$ cat config.mk
export PLATFORM = sky130hd
export DESIGN_NAME = bmp_lsb_stego_embedder_top_flat
export DESIGN_NICKNAME = d
export VERILOG_FILES = /design/src/rtl/core/bse_pkg.sv /design/src/rtl/core/bse_in_if.sv /design/src/rtl/core/bse_out_if.sv /design/src/rtl/core/bse_engine.sv /design/src/rtl/core/bmp_lsb_stego_embedder_top.sv /design/src/flat_wrapper.sv
export SDC_FILE = /design/constraint.sdc
export NUM_CORES = 1
export LEC_CHECK = 0
export BUFFER_PORTS_ARGS = -buffer_cell sky130_fd_sc_hd__buf_2
export CELL_PAD_IN_SITES_DETAIL_PLACEMENT = 1
export CELL_PAD_IN_SITES_GLOBAL_PLACEMENT = 1
export CORE_MARGIN = 2
export CORE_UTILIZATION = 52
export DETAILED_ROUTE_END_ITERATION = 16
export PLACE_DENSITY_LB_ADDON = 0.1
export SYNTH_ARGS = -nofsm -noshare
export SYNTH_HDL_FRONTEND = slang
export SYNTH_SLANG_ARGS = --single-unit
$ cat constraint.sdc
create_clock -name clk_i -period 6.7 [get_ports clk_i]
set_clock_uncertainty 0.15 [all_clocks]
set_input_delay 0.335 -clock clk_i [delete_from_list [all_inputs] [get_ports clk_i]]
set_output_delay 0.335 -clock clk_i [all_outputs]
set_load 0.005 [all_outputs]
$ cat src/rtl/core/bse_pkg.sv
// bse_pkg: types and constants shared by the lsb stego embedder
// no dependencies; imported by the rtl/core modules
`default_nettype none

package bse_pkg;

  // word operation codes on the input channel
  typedef enum logic [1:0] {
    OP_FILE    = 2'd0,
    OP_PAYLOAD = 2'd1,
    OP_RESTART = 2'd2
  } op_e;

  // result status codes
  typedef enum logic [2:0] {
    ST_HEADER     = 3'd0,
    ST_EMBEDDED   = 3'd1,
    ST_NO_PAYLOAD = 3'd2,
    ST_BAD_SIG    = 3'd3,
    ST_BAD_DEPTH  = 3'd4
  } status_e;

  typedef enum logic [1:0] {
    FAULT_NONE  = 2'd0,
    FAULT_SIG   = 2'd1,
    FAULT_DEPTH = 2'd2
  } fault_e;

  localparam logic [7:0]  SigFirst       = 8'h42;  // 'B'
  localparam logic [7:0]  SigSecond      = 8'h4D;  // 'M'
  localparam logic [31:0] OffsetFieldPos = 32'h0000_000A;
  localparam logic [31:0] DepthFieldPos  = 32'h0000_001C;
  localparam logic [31:0] HeaderMinEnd   = 32'h0000_001E;
  localparam logic [15:0] WantedDepth    = 16'd24;
  localparam logic [7:0]  KeepMask       = 8'hFC;

  // one accepted word as seen by the stream engine
  typedef struct packed {
    logic       valid;
    logic [1:0] op;
    logic [7:0] data_byte;
  } step_t;

  // result produced by the stream engine for one word
  typedef struct packed {
    logic       valid;
    logic [7:0] out_byte;
    logic [2:0] status;
    logic       payload_wanted;
  } result_t;

endpackage

`default_nettype wire

$ cat src/rtl/core/bse_in_if.sv
// bse_in_if: input word channel (op and data byte) with valid/ready
// depends on nothing outside this file
`default_nettype none

interface bse_in_if;
  logic       valid;
  logic       ready;
  logic [1:0] op;
  logic [7:0] data_byte;

  modport source (output valid, output op, output data_byte, input ready);
  modport sink   (input valid, input op, input data_byte, output ready);
endinterface

`default_nettype wire

$ cat src/rtl/core/bse_out_if.sv
// bse_out_if: result word channel (envelope byte and status) with valid/ready
// depends on nothing outside this file
`default_nettype none

interface bse_out_if;
  logic       valid;
  logic       ready;
  logic [7:0] out_byte;
  logic [2:0] status;
  logic       payload_wanted;

  modport source (output valid, output out_byte, output status, output payload_wanted,
                  input ready);
  modport sink   (input valid, input out_byte, input status, input payload_wanted,
                  output ready);
endinterface

`default_nettype wire

$ cat src/rtl/core/bse_engine.sv
// bse_engine: bmp stream state (position, header fields, fault, payload) and
// the per-word header check / bit-pair merge; depends on bse_pkg
`default_nettype none

module bse_engine (
  input  wire logic             clk_i,
  input  wire logic             rst_ni,
  input  wire logic             encode_enable_i,
  input  wire bse_pkg::step_t   step_i,
  output      bse_pkg::result_t res_o
);
  import bse_pkg::*;

  logic [31:0] pos_q, pos_d;
  logic [31:0] pds_q, pds_d;
  logic [15:0] depth_q, depth_d;
  logic [1:0]  fault_q, fault_d;
  logic [7:0]  payload_q, payload_d;
  logic        held_q, held_d;
  logic [1:0]  pair_q, pair_d;

  logic        sig_bad;
  logic [1:0]  ofs_idx;
  logic [1:0]  pair_bits;
  logic        in_header;

  always_comb begin
    pos_d     = pos_q;
    pds_d     = pds_q;
    depth_d   = depth_q;
    fault_d   = fault_q;
    payload_d = payload_q;
    held_d    = held_q;
    pair_d    = pair_q;
    res_o     = '0;
    sig_bad   = ((pos_q == 32'd0) && (step_i.data_byte != SigFirst)) ||
                ((pos_q == 32'd1) && (step_i.data_byte != SigSecond));
    ofs_idx   = pos_q[1:0] - 2'd2;
    pair_bits = 2'(payload_q >> {pair_q, 1'b0});
    in_header = 1'b0;

    if (step_i.valid) begin
      unique case (step_i.op)
        OP_PAYLOAD: begin
          payload_d = step_i.data_byte;
          held_d    = 1'b1;
          pair_d    = '0;
        end
        OP_RESTART: begin
          pos_d     = '0;
          pds_d     = '0;
          depth_d   = '0;
          fault_d   = FAULT_NONE;
          payload_d = '0;
          held_d    = 1'b0;
          pair_d    = '0;
        end
        OP_FILE: begin
          if (encode_enable_i) begin
            res_o.valid = 1'b1;
            if (fault_q != FAULT_NONE) begin
              res_o.out_byte = '0;
              res_o.status   = (fault_q == FAULT_SIG) ? ST_BAD_SIG : ST_BAD_DEPTH;
            end else begin
              if (pos_q != '1) begin
                pos_d = pos_q + 32'd1;
              end
              if (sig_bad) begin
                fault_d        = FAULT_SIG;
                res_o.out_byte = '0;
                res_o.status   = ST_BAD_SIG;
              end else begin
                // little-endian offset field, bytes 0xa..0xd
                if (pos_q >= OffsetFieldPos && pos_q < OffsetFieldPos + 32'd4) begin
                  pds_d[{ofs_idx, 3'b000} +: 8] = pds_q[{ofs_idx, 3'b000} +: 8] |
                                                  step_i.data_byte;
                end
                if (pos_q == DepthFieldPos) begin
                  depth_d[7:0] = step_i.data_byte;
                end
                if (pos_q == DepthFieldPos + 32'd1) begin
                  depth_d[15:8] = step_i.data_byte;
                end
                in_header = (pos_q < HeaderMinEnd) || (pos_q < pds_d);
                if (pos_q == DepthFieldPos + 32'd1 && depth_d != WantedDepth) begin
                  fault_d        = FAULT_DEPTH;
                  res_o.out_byte = '0;
                  res_o.status   = ST_BAD_DEPTH;
                end else if (in_header) begin
                  res_o.out_byte = step_i.data_byte;
                  res_o.status   = ST_HEADER;
                end else if (held_q) begin
                  res_o.out_byte = (step_i.data_byte & KeepMask) | {6'b0, pair_bits};
                  res_o.status   = ST_EMBEDDED;
                  pair_d         = pair_q + 2'd1;
                  if (pair_q == 2'd3) begin
                    held_d = 1'b0;
                  end
                end else begin
                  res_o.out_byte = step_i.data_byte;
                  res_o.status   = ST_NO_PAYLOAD;
                end
              end
            end
            res_o.payload_wanted = !held_d;
          end
        end
        default: begin
          // unused op code: ignored
        end
      endcase
    end
  end

  always_ff @(posedge clk_i or negedge rst_ni) begin
    if (!rst_ni) begin
      pos_q     <= '0;
      pds_q     <= '0;
      depth_q   <= '0;
      fault_q   <= FAULT_NONE;
      payload_q <= '0;
      held_q    <= 1'b0;
      pair_q    <= '0;
    end else begin
      pos_q     <= pos_d;
      pds_q     <= pds_d;
      depth_q   <= depth_d;
      fault_q   <= fault_d;
      payload_q <= payload_d;
      held_q    <= held_d;
      pair_q    <= pair_d;
    end
  end

endmodule

`default_nettype wire

$ cat src/rtl/core/bmp_lsb_stego_embedder_top.sv
// bmp_lsb_stego_embedder_top: 2-bit lsb embedder for a 24 bpp bmp byte stream
// depends on bse_pkg, bse_in_if, bse_out_if and bse_engine
//
// usage:
//   in_i carries words: op 0 is a file byte, op 1 a payload byte, op 2 restarts
//   the stream for a new file. out_o returns one word per file byte while
//   encode_enable is set: header bytes copied, pixel bytes with their two low
//   bits replaced by the next bit pair of the held payload byte or copied when
//   none is held, or a fault. payload and restart words, and file bytes while
//   encode_enable is clear, give no result. cfg_we_i/cfg_wdata_i write
//   encode_enable; write it only while no word is in flight.
// timing:
//   a word is registered at input and processed once the output register is
//   free; its result lands in the output register, which drives out_o.valid.
//   one word per cycle sustained while out_o.ready stays high; the stream
//   state is updated as each word is processed.
//   when out_o.ready is low with a result waiting, the input register holds
//   one more word, after which in_i.ready drops.
// reset:
//   rst_ni clears encode_enable, the stream state and the valid flags of both word registers.
`default_nettype none

module bmp_lsb_stego_embedder_top (
  input  wire logic clk_i,
  input  wire logic rst_ni,
  input  wire logic cfg_we_i,
  input  wire logic cfg_wdata_i,
  bse_in_if.sink    in_i,
  bse_out_if.source out_o
);
  import bse_pkg::*;

  logic       encode_enable_q;
  logic       s1_valid_q;
  logic [1:0] s1_op_q;
  logic [7:0] s1_data_q;
  logic       s1_adv;
  logic       out_valid_q;
  logic [7:0] out_byte_q;
  logic [2:0] status_q;
  logic       wanted_q;
  step_t      step;
  result_t    res;

  // output register frees up when empty or being taken
  assign s1_adv     = !out_valid_q || out_o.ready;
  assign in_i.ready = !s1_valid_q || s1_adv;

  assign step.valid     = s1_valid_q && s1_adv;
  assign step.op        = s1_op_q;
  assign step.data_byte = s1_data_q;

  bse_engine u_engine (
    .clk_i          (clk_i),
    .rst_ni         (rst_ni),
    .encode_enable_i(encode_enable_q),
    .step_i         (step),
    .res_o          (res)
  );

  always_ff @(posedge clk_i or negedge rst_ni) begin
    if (!rst_ni) begin
      encode_enable_q <= 1'b0;
    end else if (cfg_we_i) begin
      encode_enable_q <= cfg_wdata_i;
    end
  end

  always_ff @(posedge clk_i or negedge rst_ni) begin
    if (!rst_ni) begin
      s1_valid_q  <= 1'b0;
      out_valid_q <= 1'b0;
    end else begin
      if (in_i.ready) begin
        s1_valid_q <= in_i.valid;
      end
      if (s1_adv) begin
        out_valid_q <= res.valid;
      end
    end
  end

  always_ff @(posedge clk_i) begin
    if (in_i.valid && in_i.ready) begin
      s1_op_q   <= in_i.op;
      s1_data_q <= in_i.data_byte;
    end
    if (s1_adv && res.valid) begin
      out_byte_q <= res.out_byte;
      status_q   <= res.status;
      wanted_q   <= res.payload_wanted;
    end
  end

  assign out_o.valid          = out_valid_q;
  assign out_o.out_byte       = out_byte_q;
  assign out_o.status         = status_q;
  assign out_o.payload_wanted = wanted_q;

  // a file word processed while enabled always lands in the output register
  a_file_word_gives_result: assert property (@(posedge clk_i) disable iff (!rst_ni)
    (step.valid && s1_op_q == OP_FILE && encode_enable_q) |=> out_valid_q)
    else $error("file word processed without a result");

  // fault results never leak the cover byte
  a_fault_byte_zero: assert property (@(posedge clk_i) disable iff (!rst_ni)
    (out_valid_q && (status_q == ST_BAD_SIG || status_q == ST_BAD_DEPTH)) |->
    (out_byte_q == 8'd0))
    else $error("fault result with nonzero byte");

  // a new word is never taken while both word registers are blocked
  a_no_overrun: assert property (@(posedge clk_i) disable iff (!rst_ni)
    (in_i.valid && in_i.ready) |-> (!s1_valid_q || !out_valid_q || out_o.ready))
    else $error("input word accepted into a blocked pipeline");

endmodule

`default_nettype wire
$ cat src/flat_wrapper.sv
// flat-port wrapper written by rule: the top's interface ports become plain ports
module bmp_lsb_stego_embedder_top_flat import bse_pkg::*;
  (clk_i, rst_ni, cfg_we_i, cfg_wdata_i, in_i_valid, in_i_op, in_i_data_byte, in_i_ready, out_o_valid, out_o_out_byte, out_o_status, out_o_payload_wanted, out_o_ready);
  bse_in_if in_i_i ();
  bse_out_if out_o_i ();
  input  wire logic clk_i;
  input  wire logic rst_ni;
  input  wire logic cfg_we_i;
  input  wire logic cfg_wdata_i;
  input wire logic [$bits(in_i_i.valid)-1:0] in_i_valid;
  input wire logic [$bits(in_i_i.op)-1:0] in_i_op;
  input wire logic [$bits(in_i_i.data_byte)-1:0] in_i_data_byte;
  output wire logic [$bits(in_i_i.ready)-1:0] in_i_ready;
  output wire logic [$bits(out_o_i.valid)-1:0] out_o_valid;
  output wire logic [$bits(out_o_i.out_byte)-1:0] out_o_out_byte;
  output wire logic [$bits(out_o_i.status)-1:0] out_o_status;
  output wire logic [$bits(out_o_i.payload_wanted)-1:0] out_o_payload_wanted;
  input wire logic [$bits(out_o_i.ready)-1:0] out_o_ready;
  assign in_i_i.valid = in_i_valid;
  assign in_i_i.op = in_i_op;
  assign in_i_i.data_byte = in_i_data_byte;
  assign in_i_ready = in_i_i.ready;
  assign out_o_valid = out_o_i.valid;
  assign out_o_out_byte = out_o_i.out_byte;
  assign out_o_status = out_o_i.status;
  assign out_o_payload_wanted = out_o_i.payload_wanted;
  assign out_o_i.ready = out_o_ready;
  bmp_lsb_stego_embedder_top u_core (.clk_i(clk_i), .rst_ni(rst_ni), .cfg_we_i(cfg_we_i), .cfg_wdata_i(cfg_wdata_i), .in_i(in_i_i), .out_o(out_o_i));
endmodule
After elaboration in Yosys (flattened, before gate mapping)
Index checks and enable logic that the tools add are counted.

storage, ports and cells
  bits in registers = 118
  bits in latches = 0
  memory bits (writable) = 0
  bits in read-only memories = 0
  output and inout port bits = 14
  memories kept = 0

operators by class
  add/subtract/negate cells = 4
  multiply operators = 0
  divide/modulo/power cells = 0
  $lt $le $gt $ge = 4
  equality and inequality tests = 19
  shift-type cells = 4
  multiplexer cells = 64
  bitwise operators = 5
  reduce and logical (&&, ||, !) cells = 30

operators by type and width
  operator                  count
  $mux W32                  12
  $pmux W32 S2              2
  $mux W8                   12
  $eq A32 B5 Y1 const B     2
  $mux W11                  5
  $mux W16                  3
  $mux W13                  3
  $add A32 B1 Y32 const B   1
  $bwmux W32                1
  $eq A32 B1 Y1 const B     1
  $ge A32 B4 Y1 const B     1
  $logic_not A32 Y1         1
  $lt A32 B32 Y1            1
  $lt A32 B4 Y1 const B     1
  $lt A32 B5 Y1 const B     1
  $ne A32 B32 Y1 const B    1
  $pmux W16 S2              1
  $shift A8 B7 Y32 const A  1
  $shiftx A32 B6 Y8         1
  $shiftx A8 B7 Y32         1
  $mux W2                   10
  $ne A16 B5 Y1 const B     1
  $ne A8 B7 Y1 const B      2
  $pmux W8 S2               1
  28 further kinds          64

Longest topological paths before layout
Gate-level depths: netlist (run 1).

  word-level depth = 25
  mapped depth = 19

By module
From an unflattened synthesis (run 1), not the netlist that was laid out.

unflattened totals
  cell total of the unflattened synthesis = 689
  area, all modules = 6522.5 µm²

by module, submodules not included
  module                      instances  cells each  area each (µm²)  sequential area each (µm²)
  bse_engine                  1          656         5718.0           2127.0
  bmp_lsb_stego_embedder_top  1          33          804.5            735.7

Worst setup path before layout (run 1)
No wires, ideal clock.

  path kind = register -> register
  from = register u_core.u_engine.pos_q[5]
  to = register u_core.out_byte_q[0], in the netlist u_core.out_o.out_byte[0], data pin
  setup time = 0.270 ns
  data arrival time = 3.563 ns
  setup slack = 2.717 ns
  stages on the path, launching flop included = 20
  path buffers = 3
  cell sequence = dfrtp_1 > buf_2 > nor3_2 > nand3_1 > nor2_1 > o311a_1 > buf_2 > nand2_1 > clkbuf_1 > nor3_1 > a21oi_1 > ha_1 > a211oi_1 > o21ai_0 > a21oi_1 > a2111oi_0 > nor3_1 > a21oi_1 > mux2i_1 > nor3_1

on the way
  cells in the longest elaborated chain, start to end = 11
  elaborated cells between the ends (all ways) = 35
  those cells by class = 4 x order compare; 4 x eq/ne; 19 x mux; 8 x reduce/logical

ends and longest elaborated chain
  what                                            line                              source
  from (decl)                                     bse_engine.sv:14                  logic [31:0] pos_q, pos_d;
  from (signal assigned)                          bse_engine.sv:125                 pos_q <= pos_d;
  $ge A32 B4 Y1 or $lt A32 B4 Y1 (tied branches)  bse_engine.sv:74                  if (pos_q >= OffsetFieldPos && pos_q < OffsetFieldPos + 32'd4) begin
  $logic_and A1 B1 Y1                             bse_engine.sv:74
  $mux W32                                        bse_engine.sv:74
  $mux W32                                        bse_engine.sv:68                  if (sig_bad) begin
  $mux W32                                        bse_engine.sv:61                  if (fault_q != FAULT_NONE) begin
  $mux W32                                        bse_engine.sv:59                  if (encode_enable_i) begin
  $mux W32                                        bse_engine.sv:43                  unique case (step_i.op)
  $mux W32                                        bse_engine.sv:42                  if (step_i.valid) begin
  $lt A32 B32 Y1                                  bse_engine.sv:84                  in_header = (pos_q < HeaderMinEnd) || (pos_q < pds_d);
  $logic_or A1 B1 Y1                              bse_engine.sv:84
  $mux W11                                        bse_engine.sv:89                  end else if (in_header) begin
  to (signal assigned)                            bmp_lsb_stego_embedder_top.sv:89  out_byte_q <= res.out_byte;
  to (decl)                                       bmp_lsb_stego_embedder_top.sv:39  logic [7:0] out_byte_q;

Several ways; a longest one is shown, not always the timed one. The select of a mux whose other input is x is not followed.
A chain may end at the register's enable or synchronous reset.

Final worst setup path (run 1)
  from = register u_core.u_engine.pos_q[5]
  to = register u_core.out_byte_q[1], in the netlist u_core.out_o.out_byte[1], data pin

The elaborated chain is that of the path after synthesis.

==> qor.txt, run 1 <==
die area: 13600 sq um
CP Max Fanout: 17
Yosys top cell area share: 33.6%
worst-path cell chain: nor3_2 -> nand3_1 -> nor2_1 -> o311a_1 -> nand2_1 -> nor3_1 -> a21oi_1 -> ha_1 -> nand4_1 -> o21ai_0 -> a21oi_1 -> a2111oi_0 -> nor3_1 -> a21oi_1 -> mux2i_1 -> nor3_1
max incr delay on CP: 0.53 ns
Vias/cell: 6.46
Mapped Area: 6620 sq um
Layout Nets: 792
Max Slew Vio Count: 0
total iterations of the first detailed-routing run: 6
reg2reg end: u_core.out_o.out_byte[1]
Lkg Pwr: 3.01 nW
number of flops mapped to enable cells by yosys: 22
number of setup violations in the final report: 0
Post-DP HPWL: 15.1 mm
Multi-input gate area: 3550 sq um
CTS Root Cell: clkbuf_16
Highest Clock Rate: 190 MHz
gr usage total: 33.1%
worst reg2reg path startpoint: u_core.u_engine.pos_q[5]
Req. time, crit path: 6.64 ns
Tcrit/Tclk final: 78.4%
starting density of the core: 52.9%
Core Region: 12500 sq um
synthesized flop and latch total: 111
CP startpoint kind: flop
Synth cell types: 61
htree depth: 3
Syn Inst Count: 709
# DRC: 0
Logic pwr share: 26.0%
Post-DP Area: 6900 sq um
synthesized area per cell: 9.34 sq um
Worst VDD drop: 0.179 mV
endpoints failing hold: 0
source of the worst hold timing path: in_i_valid
Int Pwr: 1.21 mW
max_cap viols: 0
relative slew slack: 41.0%
Power Dens Cells: 263 nW/um^2
area leader, netlist: dfrtp_1
antenna viol nets, final: 0
unrepaired setup endpoints after global routing: false
Synth async-reset ratio: 80.2%
Crit. End Element: flop
clk sinks: 111
top_reg_cell synth: dfrtp_1
Net Sw Frac: 36.9%
clock transition at the registers of the reported paths: 0.08 ns
Synth-to-Final Area Change: 10.6%
Synth top cells by count: 91 x nand2_1, 89 x dfrtp_1, 54 x a21oi_1, 52 x nor3_1
Critical-path top delay cell: nor3_2
worst skew pair latency: 0.37 ns
post-CTS setup buffer count: 0
share of cells above drive strength 1: 9.86%
initial DRC count: 341
Clock Power Share: 30.1%
I/O Pins: 30
final wirelength: 21.4 mm
Row Count: 41
vias in the first global route: 6110
largest net degree at the start of global routing: 51
outcome: completed
I/O Buffers: 29
synth top area cells: dfrtp_1 34%, edfxtp_1 10%, ha_1 7.8%, nand2_1 5.2%, a21oi_1 4.1%
setup TNS: 0 ns
fillcell total: 1460
post-layout min period: 5.25 ns
CTS tree: built
Psw: 710 uW
post-synthesis sequential area ratio: 43.6%
die height: 117 um
leading cell type by number of instances after synthesis: nand2_1
DIE WIDTH: 117 um
GR Overflow Total: 0
register area: 2890 sq um
Min-Delay Path Depth: 2
worst setup path start: u_core.u_engine.pos_q[5]
setup slack, reg-to-reg: 1.45 ns
Worst Tran Pin Value: 0.882 ns
Vias: 5888
Min-Delay Path Class: in -> reg
final hold slack: 0.0219 ns
clock buffer depth: 2
ANT cells: 0
initial antenna violation count: 0
sequential share of power: 43.9%
hold path endpoint: u_core.s1_valid_q
Final Instance Area: 7320 sq um
Final Wtd Congestion: 0.948
first-pass GRT wire length: 33.7 mm
Setup CP Type: reg -> reg
WP data arrival: 5.19 ns
worst reg2reg path depth: 16
Mapped Nets: 766
yosys warns: 0
DR WL/cell: 23.5 um
Num CTS Buffers: 9
-- sequential cells by signal, summed over array words and instances, names as in the netlist, named ones only --
name	cells
u_core.u_engine.depth_q	9
u_core.out_o.out_byte	8
u_core.s1_data_q	8
u_core.encode_enable_q	1
u_core.out_o.status	3
u_core.u_engine.pos_q	32
u_core.u_engine.pair_q	2
u_core.out_o.valid	1
u_core.u_engine.pds_q	32
u_core.out_o.payload_wanted	1
u_core.s1_valid_q	1
u_core.s1_op_q	2
u_core.u_engine.fault_q	2
u_core.u_engine.payload_q	8
-- logic make-up (layout without fill, tap and decap cells) --
logic type,count (synthesis),after routing,share of synthesized area (%)
adders and majority gates,41,41,7.75
buffers and inverters,46,77,2.78
muxes,17,17,4.50
and+or+nand+nor,308,308,23.3
AOI/OAI and AO/OA,167,167,15.6
DFF,111,111,43.6
xor gates and xnor gates,19,19,2.51
-- routing by layer --
layer	vias up	GRT usage (%)	share of wire [%]
met2	202	55.5	49
met4	0	16.6	4.4
met3	66	6.54	5.6
met1	2965	40.8	41
met5	-	0	0
li1	2655	-	-
-- through the flow --
step                total power, mW  util [%]  worst slack [ns]  cells
finish                         1.92      58.5              1.45    912
global route                   2.02      58.5             0.955    912
CTS                            1.91      58.5              1.52    912
detailed placement             1.33      55.1              1.56    885
global placement               1.30      55.1              1.99    885
floorplan                      1.18         -              2.72    709
-- cell type report --
type,count,share of cell area (%)
clock inverter,7,1.21
sequential,111,39.4
timing repair buffer,46,4.13
tap,172,2.94
multi-input combinational,552,48.4
clock buffer,9,3.08
inverter,15,0.769
-- how the worst max path moves through the flow --
| stage | endpoint | cells past startpoint |
|---|---|---|
| after floorplan | u_core.out_o.out_byte[0] | 19 |
| after detailed placement | u_core.out_o.out_byte[1] | 16 |
| final | u_core.out_o.out_byte[1] | 16 |
| after CTS | u_core.out_o.out_byte[1] | 16 |
| after global routing | u_core.out_o.out_byte[1] | 16 |
| after global placement | u_core.out_o.out_byte[0] | 16 |
-- worst max-delay path, delay by kind of cell, from the launching register on --
family | cells | cell delay [ns]
AOI/OAI and AO/OA | 6 | 1.49
adders and majority gates | 1 | 0.36
DFF | 1 | 0.51
muxes | 1 | 0.24
and+or+nand+nor | 8 | 2.21
-- layout by cell type (no fill, tap or decap), drive strengths merged, types with 7 or more instances in the layout --
cell / Yosys / routed
ha: 41 / 41
clkbuf: 18 / 9
dfrtp: 89 / 89
nand2: 91 / 91
o21ai: 65 / 65
xor2: 8 / 8
nand2b: 12 / 12
a22o: 11 / 11
buf: 13 / 35
and3: 9 / 9
nand4: 15 / 15
and2: 12 / 12
mux4: 10 / 10
nor2: 50 / 50
nand3: 22 / 22
edfxtp: 22 / 22
dlygate4sd3: 0 / 11
a21oi: 55 / 55
xnor2: 11 / 11
nor3: 53 / 53
or3: 7 / 7
nor4: 17 / 17
inv: 15 / 19
-- power groups by stage --
stage | Clock [mW] | Combinational (mW) | Sequential, mW
after global routing | 0.608 | 0.552 | 0.856
after CTS | 0.583 | 0.490 | 0.840
after floorplan | 0 | 0.401 | 0.780
final | 0.579 | 0.500 | 0.845
after detailed placement | 0 | 0.476 | 0.853
after global placement | 0 | 0.453 | 0.848
-- timing repair --
item                                    CTS  global route
endpoints found under the setup margin    0             0
resized for setup                         0             0
hold buffers                             11             0
endpoints found under the hold margin    49             0
(Power assumes the default switching activity.)
==> inputs of run 2 (changes only) <==
Settings changed: CORE_UTILIZATION 52 to 48.
Clock period 6.7 ns to 5.2 ns, I/O delays scaled along.
==> run 2 against run 1 <==
Sequential share of layout area decreased by 0.78 points; setup slack lost 1.1 ns; hold slack improved by 0.069 ns; critical endpoint is now u_core.out_o.out_byte[0]; largest power group unchanged; highest routed layer unchanged.
==> qor.txt, run 2 (synthesized netlist as in run 1, its figures left out) <==
outcome: completed
Vias/cell: 6.36
initial antenna violation count: 0
Max Slew Vio Count: 0
I/O Pins: 30
unrepaired setup endpoints after global routing: false
CP dominant cell by count: a21oi_1
Final Instance Area: 7470 sq um
total iterations of the first detailed-routing run: 5
htree depth: 3
Layout Nets: 806
Min-Delay Path Class: in -> reg
CP Max Fanout: 17
Post-DP Area: 6990 sq um
initial DRC count: 439
clk sinks: 111
largest net degree at the start of global routing: 47
DIE WIDTH: 121 um
clock buffer depth: 2
max_cap viols: 0
commonest non-fill, non-tap cell in the layout: dfrtp_1
Synth-to-Final Area Change: 12.9%
DR WL/cell: 22.6 um
relative slew slack: 52.5%
post-layout min period: 4.81 ns
Req. time, crit path: 5.15 ns
CTS Root Cell: clkbuf_16
Num CTS Buffers: 9
commonest cells after routing, fill and taps aside: 89 x dfrtp_1, 88 x nand2_1, 54 x a21oi_1
Post-DP HPWL: 15.4 mm
Vias: 5911
ANT cells: 0
GR Overflow Total: 0
die area: 14700 sq um
WP data arrival: 4.76 ns
die height: 121 um
share of cells above drive strength 1: 11.7%
gr usage total: 30.5%
Core Region: 13300 sq um
setup slack after layout: 0.393 ns
worst-path cell chain: nor4_1 -> nand4_2 -> nor2_2 -> o311a_1 -> nand2_2 -> nor3_1 -> a21oi_1 -> ha_1 -> nand4_1 -> o21ai_0 -> a21oi_1 -> a2111oi_1 -> nor3_2 -> a21oi_1 -> mux2i_1 -> nor3_1
starting density of the core: 49.6%
setup TNS: 0 ns
number of setup violations in the final report: 0
I/O Buffers: 29
max incr delay on CP: 0.48 ns
buffer and inverter count on the worst path: 0
Worst Tran Pin Value: 0.708 ns
Setup CP Type: reg -> reg
Row Count: 42
cell family with most CP delay: simple AND/OR/NAND/NOR gates
antenna viol nets, final: 0
clock transition at the registers of the reported paths: 0.07 ns
Tcrit/Tclk final: 92.4%
worst skew pair latency: 0.37 ns
endpoints failing hold: 0
Post-Place Setup Slack: 0.176 ns
Final Wtd Congestion: 0.919
CP startpoint kind: flop
final wirelength: 21.0 mm
Critical-path top delay cell: dfrtp_1
Highest Clock Rate: 208 MHz
fillcell total: 1575
Lkg Pwr: 3.08 nW
first-pass GRT wire length: 34.0 mm
largest registers: u_core.u_engine.pds_q (32), u_core.u_engine.pos_q (32), u_core.u_engine.depth_q (9)
Crit. End Element: flop
vias in the first global route: 6192
Worst VDD drop: 0.201 mV
# DRC: 0
CTS tree: built
Power Dens Cells: 338 nW/um^2
run 2: power by group:
group / leakage (nW) / switching, mW / internal, mW / total [mW]
sequential: 1.42 / 0.101 / 0.944 / 1.04
combinational: 1.51 / 0.455 / 0.261 / 0.716
clock: 0.155 / 0.334 / 0.427 / 0.760
total: 3.08 / 0.890 / 1.63 / 2.52
run 2: layout make-up:
cell class	instances	area [sq um]	share of cell area [%]
multi-input cells	552	3570	47.8
flip-flops and latches	111	2890	38.7
repair buffers	60	415	5.56
clock buffers	10	229	3.06
well taps	176	220	2.95
clock inverters	6	92.6	1.24
inverters	15	56.3	0.754
run 2: path summary, 6_finish.rpt:
check | from | end | slack [ns] | depth (start not counted)
min in group asynchronous | rst_ni | u_core.u_engine.depth_q[4] | 0.29 | 2
max in group asynchronous | rst_ni | u_core.u_engine.pos_q[14] | 3.56 | 3
worst max register to register | u_core.u_engine.pos_q[21] | u_core.out_o.out_byte[0] | 0.39 | 16
worst min-delay path | out_o_ready | u_core.s1_valid_q | 0.09 | 3
worst min register to register | u_core.u_engine.payload_q[5] | u_core.u_engine.payload_q[5] | 0.35 | 2
worst max-delay path | u_core.u_engine.pos_q[21] | u_core.out_o.out_byte[0] | 0.39 | 16
run 2: stage by stage:
step	utilization [%]	power, mW	hold slack [ns]	std cells
after floorplan	-	1.52	-0.186	709
final	56.0	2.52	0.0910	930
after CTS	55.8	2.51	0.0742	930
after global placement	52.3	1.71	0.138	900
after detailed placement	52.3	1.75	0.153	900
after global routing	56.0	2.65	0.110	930
run 2: worst reg2reg max path, stage by stage, from the launching register on:
cell and delay [ns]:
dfrtp_1 0.48, nor4_1 0.36, nand4_2 0.32, nor2_2 0.28, o311a_1 0.38, nand2_2 0.27
nor3_1 0.26, a21oi_1 0.10, ha_1 0.35, nand4_1 0.14, o21ai_0 0.18, a21oi_1 0.07
a2111oi_1 0.44, nor3_2 0.18, a21oi_1 0.30, mux2i_1 0.24, nor3_1 0.06
run 2: routing by layer:
layer  GRT usage, %  wire length, um
met5              0                0
met4           11.9              643
met3           4.70              969
met2           52.5            10700
met1           38.5             8770
run 2: repair_timing:
action,CTS,global route
resized for setup,0,7
setup endpoints to repair,0,8
setup buffers,0,0
hold endpoints to repair,55,0
hold buffers,14,0
==> inputs of run 3 (changes only) <==
Settings changed: CAP_MARGIN set to 20, MAX_ROUTING_LAYER set to met4.
==> run 3 against run 2 <==
Cell count up 0.32%; hold slack worse by 0.030 ns; routed wire length up 0.34%; global-route usage up 0.99 points; critical endpoint unchanged; setup slack worse by 0.061 ns; register-to-register slack worse by 0.06 ns.
==> qor.txt, run 3 (synthesized netlist as in run 1, its figures left out) <==
outcome: completed
htree depth: 3
Worst VDD drop: 0.208 mV
Post-DP Area: 7010 sq um
commonest non-fill, non-tap cell in the layout: dfrtp_1
Req. time, crit path: 5.15 ns
CTS Root Cell: clkbuf_16
post-layout min period: 4.87 ns
clock buffer depth: 2
GR Overflow Total: 0
Highest Clock Rate: 205 MHz
Cells after DPL: 903
DIE WIDTH: 121 um
Vias: 5871
ANT cells: 0
cell family with most CP delay: simple AND/OR/NAND/NOR gates
setup slack, reg-to-reg: 0.33 ns
commonest cells after routing, fill and taps aside: 89 x dfrtp_1, 88 x nand2_1, 54 x a21oi_1
met2 Use GR: 53.1%
Core Region: 13300 sq um
clock transition at the registers of the reported paths: 0.07 ns
endpoints failing hold: 0
max incr delay on CP: 0.48 ns
Row Count: 42
final wirelength: 21.1 mm
total iterations of the first detailed-routing run: 7
met1 Resource Use GR: 39.3%
max_cap viols: 0
clk sinks: 111
Vias/cell: 6.29
Crit. End Element: flop
worst skew pair latency: 0.36 ns
DR WL/cell: 22.6 um
share of cells above drive strength 1: 11.8%
die area: 14700 sq um
relative slew slack: 46.6%
GRT busiest layer: met2
Min-Delay Path Class: in -> reg
starting density of the core: 49.6%
largest registers: u_core.u_engine.pds_q (32), u_core.u_engine.pos_q (32), u_core.u_engine.depth_q (9)
Post-Place Setup Slack: 0.164 ns
vias in the first global route: 6110
CP startpoint kind: flop
Power Total: 2.52 mW
Setup CP Type: reg -> reg
Synth-to-Final Area Change: 13.1%
Tcrit/Tclk final: 93.6%
first-pass GRT wire length: 34.1 mm
Layout Nets: 809
initial antenna violation count: 0
buffer and inverter count on the worst path: 0
Post-DP HPWL: 15.5 mm
antenna viol nets, final: 0
Max Slew Vio Count: 0
CP Max Fanout: 15
I/O Pins: 30
initial DRC count: 376
I/O Buffers: 29
Final Non-Filler Cells: 933
CTS tree: built
largest net degree at the start of global routing: 56
# DRC: 0
Final Wtd Congestion: 0.925
number of setup violations in the final report: 0
Core Util, Final: 56.1%
setup TNS: 0 ns
gr usage total: 31.5%
Power Dens Cells: 337 nW/um^2
Final Instance Area: 7490 sq um
Critical-path top delay cell: dfrtp_1
M3 GR Usage: 3.71%
final hold slack: 0.0608 ns
WP data arrival: 4.82 ns
die height: 121 um
Lkg Pwr: 3.10 nW
setup slack after layout: 0.333 ns
Num CTS Buffers: 9
worst-path cell chain: nor4_2 -> nand4_2 -> nor2_1 -> o311a_1 -> nand2_1 -> nor3_1 -> a21oi_1 -> ha_1 -> and4_1 -> a21boi_0 -> nor4_1 -> o21ai_0 -> o221ai_2 -> a21oi_1 -> mux2i_1 -> nor3_1
Worst Tran Pin Value: 0.802 ns
-- run 3: path summary, 6_finish.rpt --
check,from,endpoint,depth (start not counted)
max,u_core.u_engine.pos_q[30],u_core.out_o.out_byte[0],16
max in group asynchronous,rst_ni,u_core.u_engine.pos_q[31],3
max reg2reg,u_core.u_engine.pos_q[30],u_core.out_o.out_byte[0],16
min reg2reg,u_core.u_engine.payload_q[3],u_core.u_engine.payload_q[3],2
min in group asynchronous,rst_ni,u_core.u_engine.depth_q[2],2
min,out_o_ready,u_core.s1_valid_q,3
-- run 3: layer usage --
metal | part of all wire (%) | routed length, um | up-vias
li1 | - | - | 2693
met1 | 42 | 8970 | 2982
met2 | 51 | 10800 | 154
met3 | 3.4 | 725 | 42
met4 | 3.2 | 672 | 0
met5 | 0 | 0 | -
-- run 3: area by class of cell --
type | count | area, sq um
multi-input combinational | 552 | 3570
timing repair buffer | 63 | 438
clock inverter | 5 | 63.8
sequential | 111 | 2890
fill | 1545 | 5860
inverter | 15 | 56.3
clock buffer | 11 | 254
tap | 176 | 220
-- run 3: what timing repair did --
action | CTS | global route
gates resized for setup | 0 | 6
hold endpoints to repair | 46 | 0
hold buffers | 14 | 0
setup endpoints to repair | 0 | 8
buffers inserted | 0 | 0
-- run 3: report_power, final --
part           internal, mW  switching (mW)  total, mW  leakage, nW
sequential            0.944          0.0817       1.03         1.42
clock                 0.409           0.335      0.744        0.152
combinational         0.270           0.484      0.753         1.53
-- run 3: worst min-delay path: cells and delay by family --
family / cells / cell delay [ns]
AND/OR/NAND/NOR: 2 / 0.18
buffers and inverters: 1 / 0.08
